File: config.mk
export PLATFORM = sky130hd
export DESIGN_NAME = kway_merge_by_key_flat
export DESIGN_NICKNAME = d
export VERILOG_FILES = /design/src/design/kwm_pkg.sv /design/src/design/kwm_in_if.sv /design/src/design/kwm_out_if.sv /design/src/design/kwm_ctrl.sv /design/src/design/kwm_dp.sv /design/src/design/kway_merge_by_key.sv /design/src/flat_wrapper.sv
export SDC_FILE = /design/constraint.sdc
export NUM_CORES = 1
export LEC_CHECK = 0
export BUFFER_PORTS_ARGS = -buffer_cell sky130_fd_sc_hd__buf_4
export CORE_UTILIZATION = 64
export CTS_BUF_LIST = sky130_fd_sc_hd__clkbuf_8
export CTS_CLUSTER_SIZE = 16
export DETAILED_ROUTE_END_ITERATION = 6
export PLACE_DENSITY = 0.93
export SYNTH_ARGS = -nofsm -noshare
export SYNTH_HDL_FRONTEND = slang
export SYNTH_HIERARCHICAL = 1
export SYNTH_SLANG_ARGS = --single-unit
File: constraint.sdc
create_clock -name clk -period 6.3 [get_ports clk]
set_input_delay 1.26 -clock clk [delete_from_list [all_inputs] [get_ports clk]]
set_output_delay 1.26 -clock clk [all_outputs]
set_load 0.03 [all_outputs]
File: src/design/kwm_pkg.sv
`timescale 1ns / 1ps
// kwm_pkg: shared types and constants for the k-way merge block.
// No dependencies; imported by the interfaces, controller, datapath and top level.
package kwm_pkg;

  localparam int STREAM_W = 4;
  localparam int CFG_W    = 5;
  localparam int KEY_W    = 32;
  localparam int TAG_W    = 32;
  localparam int SEQ_W    = 32;

  typedef enum logic [2:0] {
    ST_IDLE,
    ST_EVAL,
    ST_SCAN,
    ST_DRAIN,
    ST_EMIT,
    ST_DONE
  } state_t;

  typedef struct packed {
    logic in_ready;
    logic eval;
    logic scan_clear;
    logic scan_issue;
    logic load_rec;
    logic load_done;
  } cmd_t;

  typedef struct packed {
    logic in_valid;
    logic in_range;
    logic ready_all;
    logic all_ended;
    logic any_valid;
    logic done_reported;
    logic scan_last;
    logic out_free;
  } stat_t;

endpackage

File: src/design/kwm_in_if.sv
`timescale 1ns / 1ps
// kwm_in_if: input channel carrying one stream record or end mark per item.
// Depends on kwm_pkg for field widths.
interface kwm_in_if;
  import kwm_pkg::*;

  logic                valid;
  logic                ready;
  logic [STREAM_W-1:0] stream_index;
  logic                is_end;
  logic [KEY_W-1:0]    mass_key;
  logic [TAG_W-1:0]    record_tag;

  modport source (output valid, output stream_index, output is_end, output mass_key,
                  output record_tag, input ready);
  modport sink   (input valid, input stream_index, input is_end, input mass_key,
                  input record_tag, output ready);
endinterface

File: src/design/kwm_out_if.sv
`timescale 1ns / 1ps
// kwm_out_if: output channel carrying one merged record or the all-done item.
// Depends on kwm_pkg for field widths.
interface kwm_out_if;
  import kwm_pkg::*;

  logic                valid;
  logic                ready;
  logic [STREAM_W-1:0] out_stream;
  logic [KEY_W-1:0]    out_key;
  logic [TAG_W-1:0]    out_tag;
  logic [SEQ_W-1:0]    sequence_id;
  logic                all_done;

  modport source (output valid, output out_stream, output out_key, output out_tag,
                  output sequence_id, output all_done, input ready);
  modport sink   (input valid, input out_stream, input out_key, input out_tag,
                  input sequence_id, input all_done, output ready);
endinterface

File: src/design/kwm_ctrl.sv
`timescale 1ns / 1ps
// kwm_ctrl: merge sequencer; accept, evaluate, scan heads, emit a record or the all-done item.
// Depends on kwm_pkg for state, command and status types.
module kwm_ctrl (
  input  logic           clk,
  input  logic           rst,
  input  kwm_pkg::stat_t st,
  output kwm_pkg::cmd_t  cmd
);
  import kwm_pkg::*;

  state_t state, state_next;

  always_ff @(posedge clk) begin
    if (rst) begin
      state <= ST_IDLE;
    end else begin
      state <= state_next;
    end
  end

  always_comb begin
    state_next = state;
    case (state)
      ST_IDLE: begin
        if (st.in_valid && st.in_range) state_next = ST_EVAL;
      end
      ST_EVAL: begin
        if (st.ready_all && st.any_valid) state_next = ST_SCAN;
        else if (st.all_ended && !st.any_valid && !st.done_reported) state_next = ST_DONE;
        else state_next = ST_IDLE;
      end
      ST_SCAN: begin
        if (st.scan_last) state_next = ST_DRAIN;
      end
      ST_DRAIN: state_next = ST_EMIT;
      ST_EMIT: begin
        if (st.out_free) state_next = ST_IDLE;
      end
      ST_DONE: begin
        if (st.out_free) state_next = ST_IDLE;
      end
      default: state_next = ST_IDLE;
    endcase
  end

  always_comb begin
    cmd = '0;
    case (state)
      ST_IDLE:  cmd.in_ready = 1'b1;
      ST_EVAL: begin
        cmd.eval       = 1'b1;
        cmd.scan_clear = 1'b1;
      end
      ST_SCAN:  cmd.scan_issue = 1'b1;
      ST_DRAIN: cmd = '0;
      ST_EMIT:  cmd.load_rec  = st.out_free;
      ST_DONE:  cmd.load_done = st.out_free;
      default:  cmd = '0;
    endcase
  end

endmodule

File: src/design/kwm_dp.sv
`timescale 1ns / 1ps
// kwm_dp: head memory, per-stream flags, minimum scan and output register.
// Depends on kwm_pkg, kwm_in_if and kwm_out_if.
module kwm_dp #(
  parameter int MAX_STREAMS = 16,
  parameter int KEY_BITS    = 32
) (
  input  logic                      clk,
  input  logic                      rst,
  input  logic                      cfg_we,
  input  logic [kwm_pkg::CFG_W-1:0] cfg_wdata,
  kwm_in_if.sink                    rec_in,
  kwm_out_if.source                 rec_out,
  input  kwm_pkg::cmd_t             cmd,
  output kwm_pkg::stat_t            st
);
  import kwm_pkg::*;

  localparam int IW = (MAX_STREAMS > 1) ? $clog2(MAX_STREAMS) : 1;
  localparam int CW = $clog2(MAX_STREAMS + 1);
  localparam int XW = (CW > CFG_W) ? CW : CFG_W;
  localparam int KW = (KEY_BITS < KEY_W) ? KEY_BITS : KEY_W;

  logic [CFG_W-1:0]       streams_in_use;
  logic [MAX_STREAMS-1:0] head_valid;
  logic [MAX_STREAMS-1:0] stream_ended;
  logic [MAX_STREAMS-1:0] use_mask;
  logic                   done_reported;
  logic [SEQ_W-1:0]       next_sequence;

  logic [KW+TAG_W-1:0]    head_mem [MAX_STREAMS];
  logic [KW+TAG_W-1:0]    rd_data;
  logic [KW-1:0]          rd_key;
  logic [TAG_W-1:0]       rd_tag;

  logic [IW-1:0]          scan_idx;
  logic [IW-1:0]          cmp_idx;
  logic                   cmp_en;
  logic                   cmp_hit;
  logic                   found;
  logic [IW-1:0]          best_idx;
  logic [KW-1:0]          best_key;
  logic [TAG_W-1:0]       best_tag;
  logic [XW-1:0]          best_x;

  logic [XW-1:0]          cfg_x;
  logic [XW-1:0]          max_x;
  logic [XW-1:0]          n_x;
  logic [XW-1:0]          s_x;
  logic [IW-1:0]          s_idx;
  logic                   take;
  logic                   wr_en;

  logic                   out_valid;

  assign cfg_x = XW'(streams_in_use);
  assign max_x = XW'(MAX_STREAMS);
  assign s_x   = XW'(rec_in.stream_index);
  assign s_idx = s_x[IW-1:0];

  always_comb begin
    if (cfg_x == '0) n_x = XW'(1);
    else if (cfg_x > max_x) n_x = max_x;
    else n_x = cfg_x;
  end

  always_comb begin
    for (int i = 0; i < MAX_STREAMS; i++) begin
      use_mask[i] = (XW'(i) < n_x);
    end
  end

  assign take  = rec_in.valid && cmd.in_ready;
  assign wr_en = take && st.in_range && !rec_in.is_end && !stream_ended[s_idx];

  assign rd_key  = rd_data[KW+TAG_W-1:TAG_W];
  assign rd_tag  = rd_data[TAG_W-1:0];
  assign cmp_hit = cmp_en && head_valid[cmp_idx] && (!found || (rd_key < best_key));
  assign best_x  = XW'(best_idx);

  assign rec_in.ready  = cmd.in_ready;
  assign rec_out.valid = out_valid;

  assign st.in_valid      = rec_in.valid;
  assign st.in_range      = (s_x < n_x);
  assign st.ready_all     = &(head_valid | stream_ended | ~use_mask);
  assign st.all_ended     = &(stream_ended | ~use_mask);
  assign st.any_valid     = |(head_valid & use_mask);
  assign st.done_reported = done_reported;
  assign st.scan_last     = (XW'(scan_idx) == (n_x - XW'(1)));
  assign st.out_free      = !out_valid || rec_out.ready;

  always_ff @(posedge clk) begin
    if (wr_en) head_mem[s_idx] <= {KW'(rec_in.mass_key), rec_in.record_tag};
    rd_data <= head_mem[scan_idx];
  end

  always_ff @(posedge clk) begin
    if (rst) begin
      streams_in_use <= CFG_W'(1);
      head_valid     <= '0;
      stream_ended   <= '0;
      done_reported  <= 1'b0;
      next_sequence  <= '0;
      out_valid      <= 1'b0;
      scan_idx       <= '0;
      cmp_en         <= 1'b0;
      found          <= 1'b0;
    end else begin
      if (cfg_we) streams_in_use <= cfg_wdata;
      if (take && st.in_range) begin
        if (rec_in.is_end) stream_ended[s_idx] <= 1'b1;
        else if (!stream_ended[s_idx]) head_valid[s_idx] <= 1'b1;
      end
      if (cmd.eval && !st.all_ended) done_reported <= 1'b0;
      cmp_en <= cmd.scan_issue;
      if (cmd.scan_clear) begin
        scan_idx <= '0;
        found    <= 1'b0;
      end else begin
        if (cmd.scan_issue) scan_idx <= scan_idx + IW'(1);
        if (cmp_hit) found <= 1'b1;
      end
      if (cmd.load_rec || cmd.load_done) out_valid <= 1'b1;
      else if (out_valid && rec_out.ready) out_valid <= 1'b0;
      if (cmd.load_rec) begin
        head_valid[best_idx] <= 1'b0;
        next_sequence        <= next_sequence + SEQ_W'(1);
      end
      if (cmd.load_done) begin
        done_reported <= 1'b1;
      end
    end
  end

  always_ff @(posedge clk) begin
    cmp_idx <= scan_idx;
    if (cmp_hit) begin
      best_idx <= cmp_idx;
      best_key <= rd_key;
      best_tag <= rd_tag;
    end
    if (cmd.load_rec) begin
      rec_out.out_stream  <= best_x[STREAM_W-1:0];
      rec_out.out_key     <= KEY_W'(best_key);
      rec_out.out_tag     <= best_tag;
      rec_out.sequence_id <= next_sequence;
      rec_out.all_done    <= 1'b0;
    end
    if (cmd.load_done) begin
      rec_out.out_stream  <= '0;
      rec_out.out_key     <= '0;
      rec_out.out_tag     <= '0;
      rec_out.sequence_id <= next_sequence;
      rec_out.all_done    <= 1'b1;
    end
  end

endmodule

File: src/design/kway_merge_by_key.sv
`timescale 1ns / 1ps
// kway_merge_by_key: top level of the k-way merge; controller plus datapath.
// Depends on kwm_pkg, kwm_in_if, kwm_out_if, kwm_ctrl and kwm_dp.
//
//   channel   direction  handshake      payload
//   rec_in    in         valid/ready    stream_index, is_end, mass_key, record_tag
//   rec_out   out        valid/ready    out_stream, out_key, out_tag, sequence_id, all_done
//   cfg       in         cfg_we only    cfg_wdata = streams_in_use
//
// An item for a stream out of use is taken and dropped. An item that emits a record
// passes accept, evaluate, n scan reads of the head memory's single read port (n the
// streams in use), a compare drain and a load of the output register; an all-done item
// passes accept, evaluate and a load of the output register. Reset is synchronous; the
// per-stream flags are flip-flops, so no clearing pass follows reset. A result waits in
// the output register while the next item is taken; emit stalls until it is free.
module kway_merge_by_key #(
  parameter int MAX_STREAMS = 16,
  parameter int KEY_BITS    = 32
) (
  input  logic                      clk,
  input  logic                      rst,
  input  logic                      cfg_we,
  input  logic [kwm_pkg::CFG_W-1:0] cfg_wdata,
  kwm_in_if.sink                    rec_in,
  kwm_out_if.source                 rec_out
);
  import kwm_pkg::*;

  cmd_t  cmd;
  stat_t st;

  kwm_ctrl u_ctrl (
    .clk (clk),
    .rst (rst),
    .st  (st),
    .cmd (cmd)
  );

  kwm_dp #(
    .MAX_STREAMS (MAX_STREAMS),
    .KEY_BITS    (KEY_BITS)
  ) u_dp (
    .clk       (clk),
    .rst       (rst),
    .cfg_we    (cfg_we),
    .cfg_wdata (cfg_wdata),
    .rec_in    (rec_in),
    .rec_out   (rec_out),
    .cmd       (cmd),
    .st        (st)
  );

endmodule

File: src/flat_wrapper.sv
// flat-port wrapper written by rule: the top's interface ports become plain ports
module kway_merge_by_key_flat import kwm_pkg::*;
#(
  parameter int MAX_STREAMS = 16,
  parameter int KEY_BITS    = 32
)
  (clk, rst, cfg_we, cfg_wdata, rec_in_valid, rec_in_stream_index, rec_in_is_end, rec_in_mass_key, rec_in_record_tag, rec_in_ready, rec_out_valid, rec_out_out_stream, rec_out_out_key, rec_out_out_tag, rec_out_sequence_id, rec_out_all_done, rec_out_ready);
  kwm_in_if rec_in_i ();
  kwm_out_if rec_out_i ();
  input  logic clk;
  input  logic rst;
  input  logic cfg_we;
  input  logic [kwm_pkg::CFG_W-1:0] cfg_wdata;
  input wire logic [$bits(rec_in_i.valid)-1:0] rec_in_valid;
  input wire logic [$bits(rec_in_i.stream_index)-1:0] rec_in_stream_index;
  input wire logic [$bits(rec_in_i.is_end)-1:0] rec_in_is_end;
  input wire logic [$bits(rec_in_i.mass_key)-1:0] rec_in_mass_key;
  input wire logic [$bits(rec_in_i.record_tag)-1:0] rec_in_record_tag;
  output wire logic [$bits(rec_in_i.ready)-1:0] rec_in_ready;
  output wire logic [$bits(rec_out_i.valid)-1:0] rec_out_valid;
  output wire logic [$bits(rec_out_i.out_stream)-1:0] rec_out_out_stream;
  output wire logic [$bits(rec_out_i.out_key)-1:0] rec_out_out_key;
  output wire logic [$bits(rec_out_i.out_tag)-1:0] rec_out_out_tag;
  output wire logic [$bits(rec_out_i.sequence_id)-1:0] rec_out_sequence_id;
  output wire logic [$bits(rec_out_i.all_done)-1:0] rec_out_all_done;
  input wire logic [$bits(rec_out_i.ready)-1:0] rec_out_ready;
  assign rec_in_i.valid = rec_in_valid;
  assign rec_in_i.stream_index = rec_in_stream_index;
  assign rec_in_i.is_end = rec_in_is_end;
  assign rec_in_i.mass_key = rec_in_mass_key;
  assign rec_in_i.record_tag = rec_in_record_tag;
  assign rec_in_ready = rec_in_i.ready;
  assign rec_out_valid = rec_out_i.valid;
  assign rec_out_out_stream = rec_out_i.out_stream;
  assign rec_out_out_key = rec_out_i.out_key;
  assign rec_out_out_tag = rec_out_i.out_tag;
  assign rec_out_sequence_id = rec_out_i.sequence_id;
  assign rec_out_all_done = rec_out_i.all_done;
  assign rec_out_i.ready = rec_out_ready;
  kway_merge_by_key #(.MAX_STREAMS(MAX_STREAMS), .KEY_BITS(KEY_BITS)) u_core (.clk(clk), .rst(rst), .cfg_we(cfg_we), .cfg_wdata(cfg_wdata), .rec_in(rec_in_i), .rec_out(rec_out_i));
endmodule
==> results.py <==
metrics = {
    "placed_design": {
        "io_buffers": 181,
        "dpl.cell_count": 3572,
        "dp_hpwl_um": 70300,
        "gp_congestion": 0.842,
    },
    "setup_path": {
        "critical_path_required_ns": 6.76,
        "cp-end-kind": "flop",
        "critPathMaxFanout": 25,
        "slowest_delay_ns": 0.90,
        "path_cells": "buf_4 -> inv_1 -> nand2_1 -> ha_1 -> o211ai_1 -> nor2_1 -> a21oi_2 -> nand3b_1 -> nor2_4 -> buf_4",
        "cpMaxStageDelayCell": "nor2_4",
        "critical-path-top-delay-family": "simple AND/OR/NAND/NOR gates",
        "cp_data_arrival_time_ns": 4.81,
        "path_common_cell": "buf_4",
        "worstSetupPathType": "reg2reg",
        "critPathLaunchType": "flop",
        "cp.buffers_inverters": 3,
    },
    "logic_synthesis": {
        "synthCells": 2433,
        "syn_area_per_cell_sq_um": 20.6,
        "syn_area_sq_mm": 0.0501,
        "ys_types": 65,
        "yosys_register_bits": 1341,
        "synthFlopType": "edfxtp_1",
        "ys_warn_count": 6,
        "ys_seq_area_frac": 0.761,
        "async_flop_share": 0,
        "synth_enable_flop_cells": 1124,
        "synthesis.nets": 2550,
    },
    "final_layout": {
        "multi_input_area_sq_mm": 0.0115,
        "regArea_sq_mm": 0.0381,
        "fin_cells": 3950,
        "design.final.nets": 2847,
        "n_fill_cell": 3933,
        "drive_above_1_share": 0.287,
        "postLayoutCoreUtil": 0.732,
        "syn2layout_area_growth_pct": 13.3,
    },
    "grt": {
        "grt_start_max_net_pins": 129,
        "grt_pass1_vias": 27200,
        "grt-ovfl-total": 0,
        "grt_use_total": 0.316,
        "antenna_found_initial": 12,
        "grt_pass1_wl_um": 178000,
    },
    "floorplan": {
        "core_sq_mm": 0.0775,
        "std_cell_rows": 102,
        "initial_core_util": 0.647,
        "die_h_um": 282,
        "io_pins": 182,
        "die_x_um": 282,
        "die_area_sq_mm": 0.0794,
    },
    "clock_tree": {
        "cts_resized": 0,
        "hold_buffers": 0,
        "cts_setup_buffers": 0,
        "clk_pin_slew_worst_paths_ns": 0.07,
        "cts_max_level": 4,
        "cts_buffer_depth": 3,
        "insertion_delay_ns": 0.88,
        "cts_tree": "yes",
        "numCtsBuffers": 196,
        "numClockSinks": 1341,
        "cts_root_buffer": "clkbuf_8",
    },
    "drt": {
        "post_drt_via_cell_ratio": 6.70,
        "drc_errors": 0,
        "vias": 26500,
        "wl_per_cell_um": 30.9,
        "ant_nets": 0,
        "dr.pass1.iters": 6,
        "drt_iter0_markers": 3599,
        "totalWireLength_um": 122000,
    },
    "sta": {
        "rsz0062_at_grt": "false",
        "hold_viol_final": 0,
        "worst_slew_pin_slew_ns": 1.26,
        "setup_tns_ns": 0,
        "period_minus_slack_ns": 4.35,
        "min_period_over_period": 0.691,
        "setup_viol": 0,
        "hold_ws_ns": 0.404,
        "fin_skew_ns": 0.0647,
        "relSlewSlack": 0.158,
        "max_freq_mhz": 230,
        "drv_slew": 0,
    },
    "power": {
        "power.total_mw": 16.7,
        "leakage_nw": 18.7,
        "ir_worst_vdd_uv": 219,
        "power.density_mw_per_mm2": 295,
    },
    "flow_run": {
        "cap_violations": 0,
    },
    "status": {
        "status": "finished, final reports clean",
    },
    "min_path": {
        "min_path_type": "reg2reg",
    },
}
-- registers in the layout, summed over array words and instances, names as in the netlist, 3 cells and up --
name,count
u_core/u_dp/head_mem,1024
u_core/u_dp/rec_out.out_stream,4
u_core/u_dp/head_valid,16
u_core/u_dp/cmp_idx,4
u_core/u_dp/best_idx,4
u_core/u_dp/best_tag,32
u_core/u_dp/cfg_x,5
u_core/u_dp/best_key,32
u_core/u_dp/rec_out.out_tag,32
u_core/u_dp/rec_out.sequence_id,32
u_core/u_dp/rec_out.out_key,32
u_core/u_dp/scan_idx,4
u_core/u_ctrl/state,3
u_core/u_dp/rd_data,64
u_core/u_dp/stream_ended,16
u_core/u_dp/next_sequence,32
-- path summary, 6_finish.rpt --
path / from / to / slack (ns) / cells past startpoint
worst max-delay path: u_core/u_dp/cfg_x[4]$_SDFFE_PP0P_ / u_core/u_dp/head_mem[6][54]$_DFFE_PP_ / 1.95 / 10
worst min-delay path: u_core/u_dp/rd_data[20]$_DFF_P_ / u_core/u_dp/best_tag[20]$_DFFE_PP_ / 0.40 / 0
worst max register to register: u_core/u_dp/cfg_x[4]$_SDFFE_PP0P_ / u_core/u_dp/head_mem[6][54]$_DFFE_PP_ / 1.95 / 10
worst min register to register: u_core/u_dp/rd_data[20]$_DFF_P_ / u_core/u_dp/best_tag[20]$_DFFE_PP_ / 0.40 / 0
-- per-layer routing --
metal	track usage	vias up	part of all wire	wire length, um
met3	0.0694	452	0.10	12500
met2	0.527	2010	0.51	62400
met5	0	-	0.00034	41
li1	-	10500	-	-
met4	0.152	6	0.048	5830
met1	0.397	13500	0.34	41100
-- cell usage after synthesis (all sizes together) (23+ instances only) --
cell       n  share of area
buf       51         0.0051
nor3      23         0.0024
dfxtp    217          0.087
nand2     35         0.0026
inv       46         0.0034
a21oi     59         0.0060
nor2     157          0.012
mux2i     75          0.015
ha        38         0.0095
edfxtp  1124           0.67
mux4     328           0.15
o21ai     23         0.0023
clkbuf    61         0.0046
-- layout make-up --
cell class / count / area share
antenna: 9 / 0.000397
clock buffer: 217 / 0.0527
clock inverter: 152 / 0.0153
inverter: 47 / 0.00311
multi-input combinational: 933 / 0.202
sequential: 1341 / 0.672
tap: 1040 / 0.0229
timing repair buffer: 211 / 0.0315
-- logic make-up after synthesis --
family          share of synthesized area
buf+inv                            0.0132
flops                               0.761
simple gates                       0.0288
compound gates                     0.0194
mux                                 0.163
xor+xnor                          0.00507
fa+ha+maj                         0.00989
-- placed cells by master (no fill, tap or decap), types with 13 or more instances in the layout --
master / netlist / final
a21oi_1: 58 / 58
and3_1: 16 / 16
buf_12: 0 / 16
buf_4: 4 / 195
clkbuf_8: 0 / 217
clkinv_1: 1 / 32
clkinv_2: 0 / 25
dfxtp_1: 217 / 213
edfxtp_1: 1124 / 1124
ha_1: 38 / 38
inv_1: 45 / 121
mux2i_1: 75 / 75
mux4_2: 326 / 326
nand2_1: 35 / 35
nand3_1: 15 / 15
nand4_1: 13 / 13
nor2_1: 157 / 140
nor2_4: 0 / 17
nor3_1: 22 / 21
o21a_1: 16 / 16
o21ai_0: 22 / 22
xnor2_1: 13 / 13
xor2_1: 16 / 16
-- power by group --
part | internal, mW | leakage, nW | switching, mW
registers | 9.62 | 12.0 | 0.0214
clock network | 3.41 | 2.26 | 3.39
logic | 0.0773 | 4.44 | 0.199
-- per-stage QoR --
step                      worst slack (ns)  instance area, sq um
final                                 1.95                 56700
after global routing                  1.91                 56700
after CTS                             2.12                 56700
after detailed placement              1.74                 52800
after global placement                1.90                 52800
after floorplan                      0.756                 50100
(Power assumes the default switching activity.)
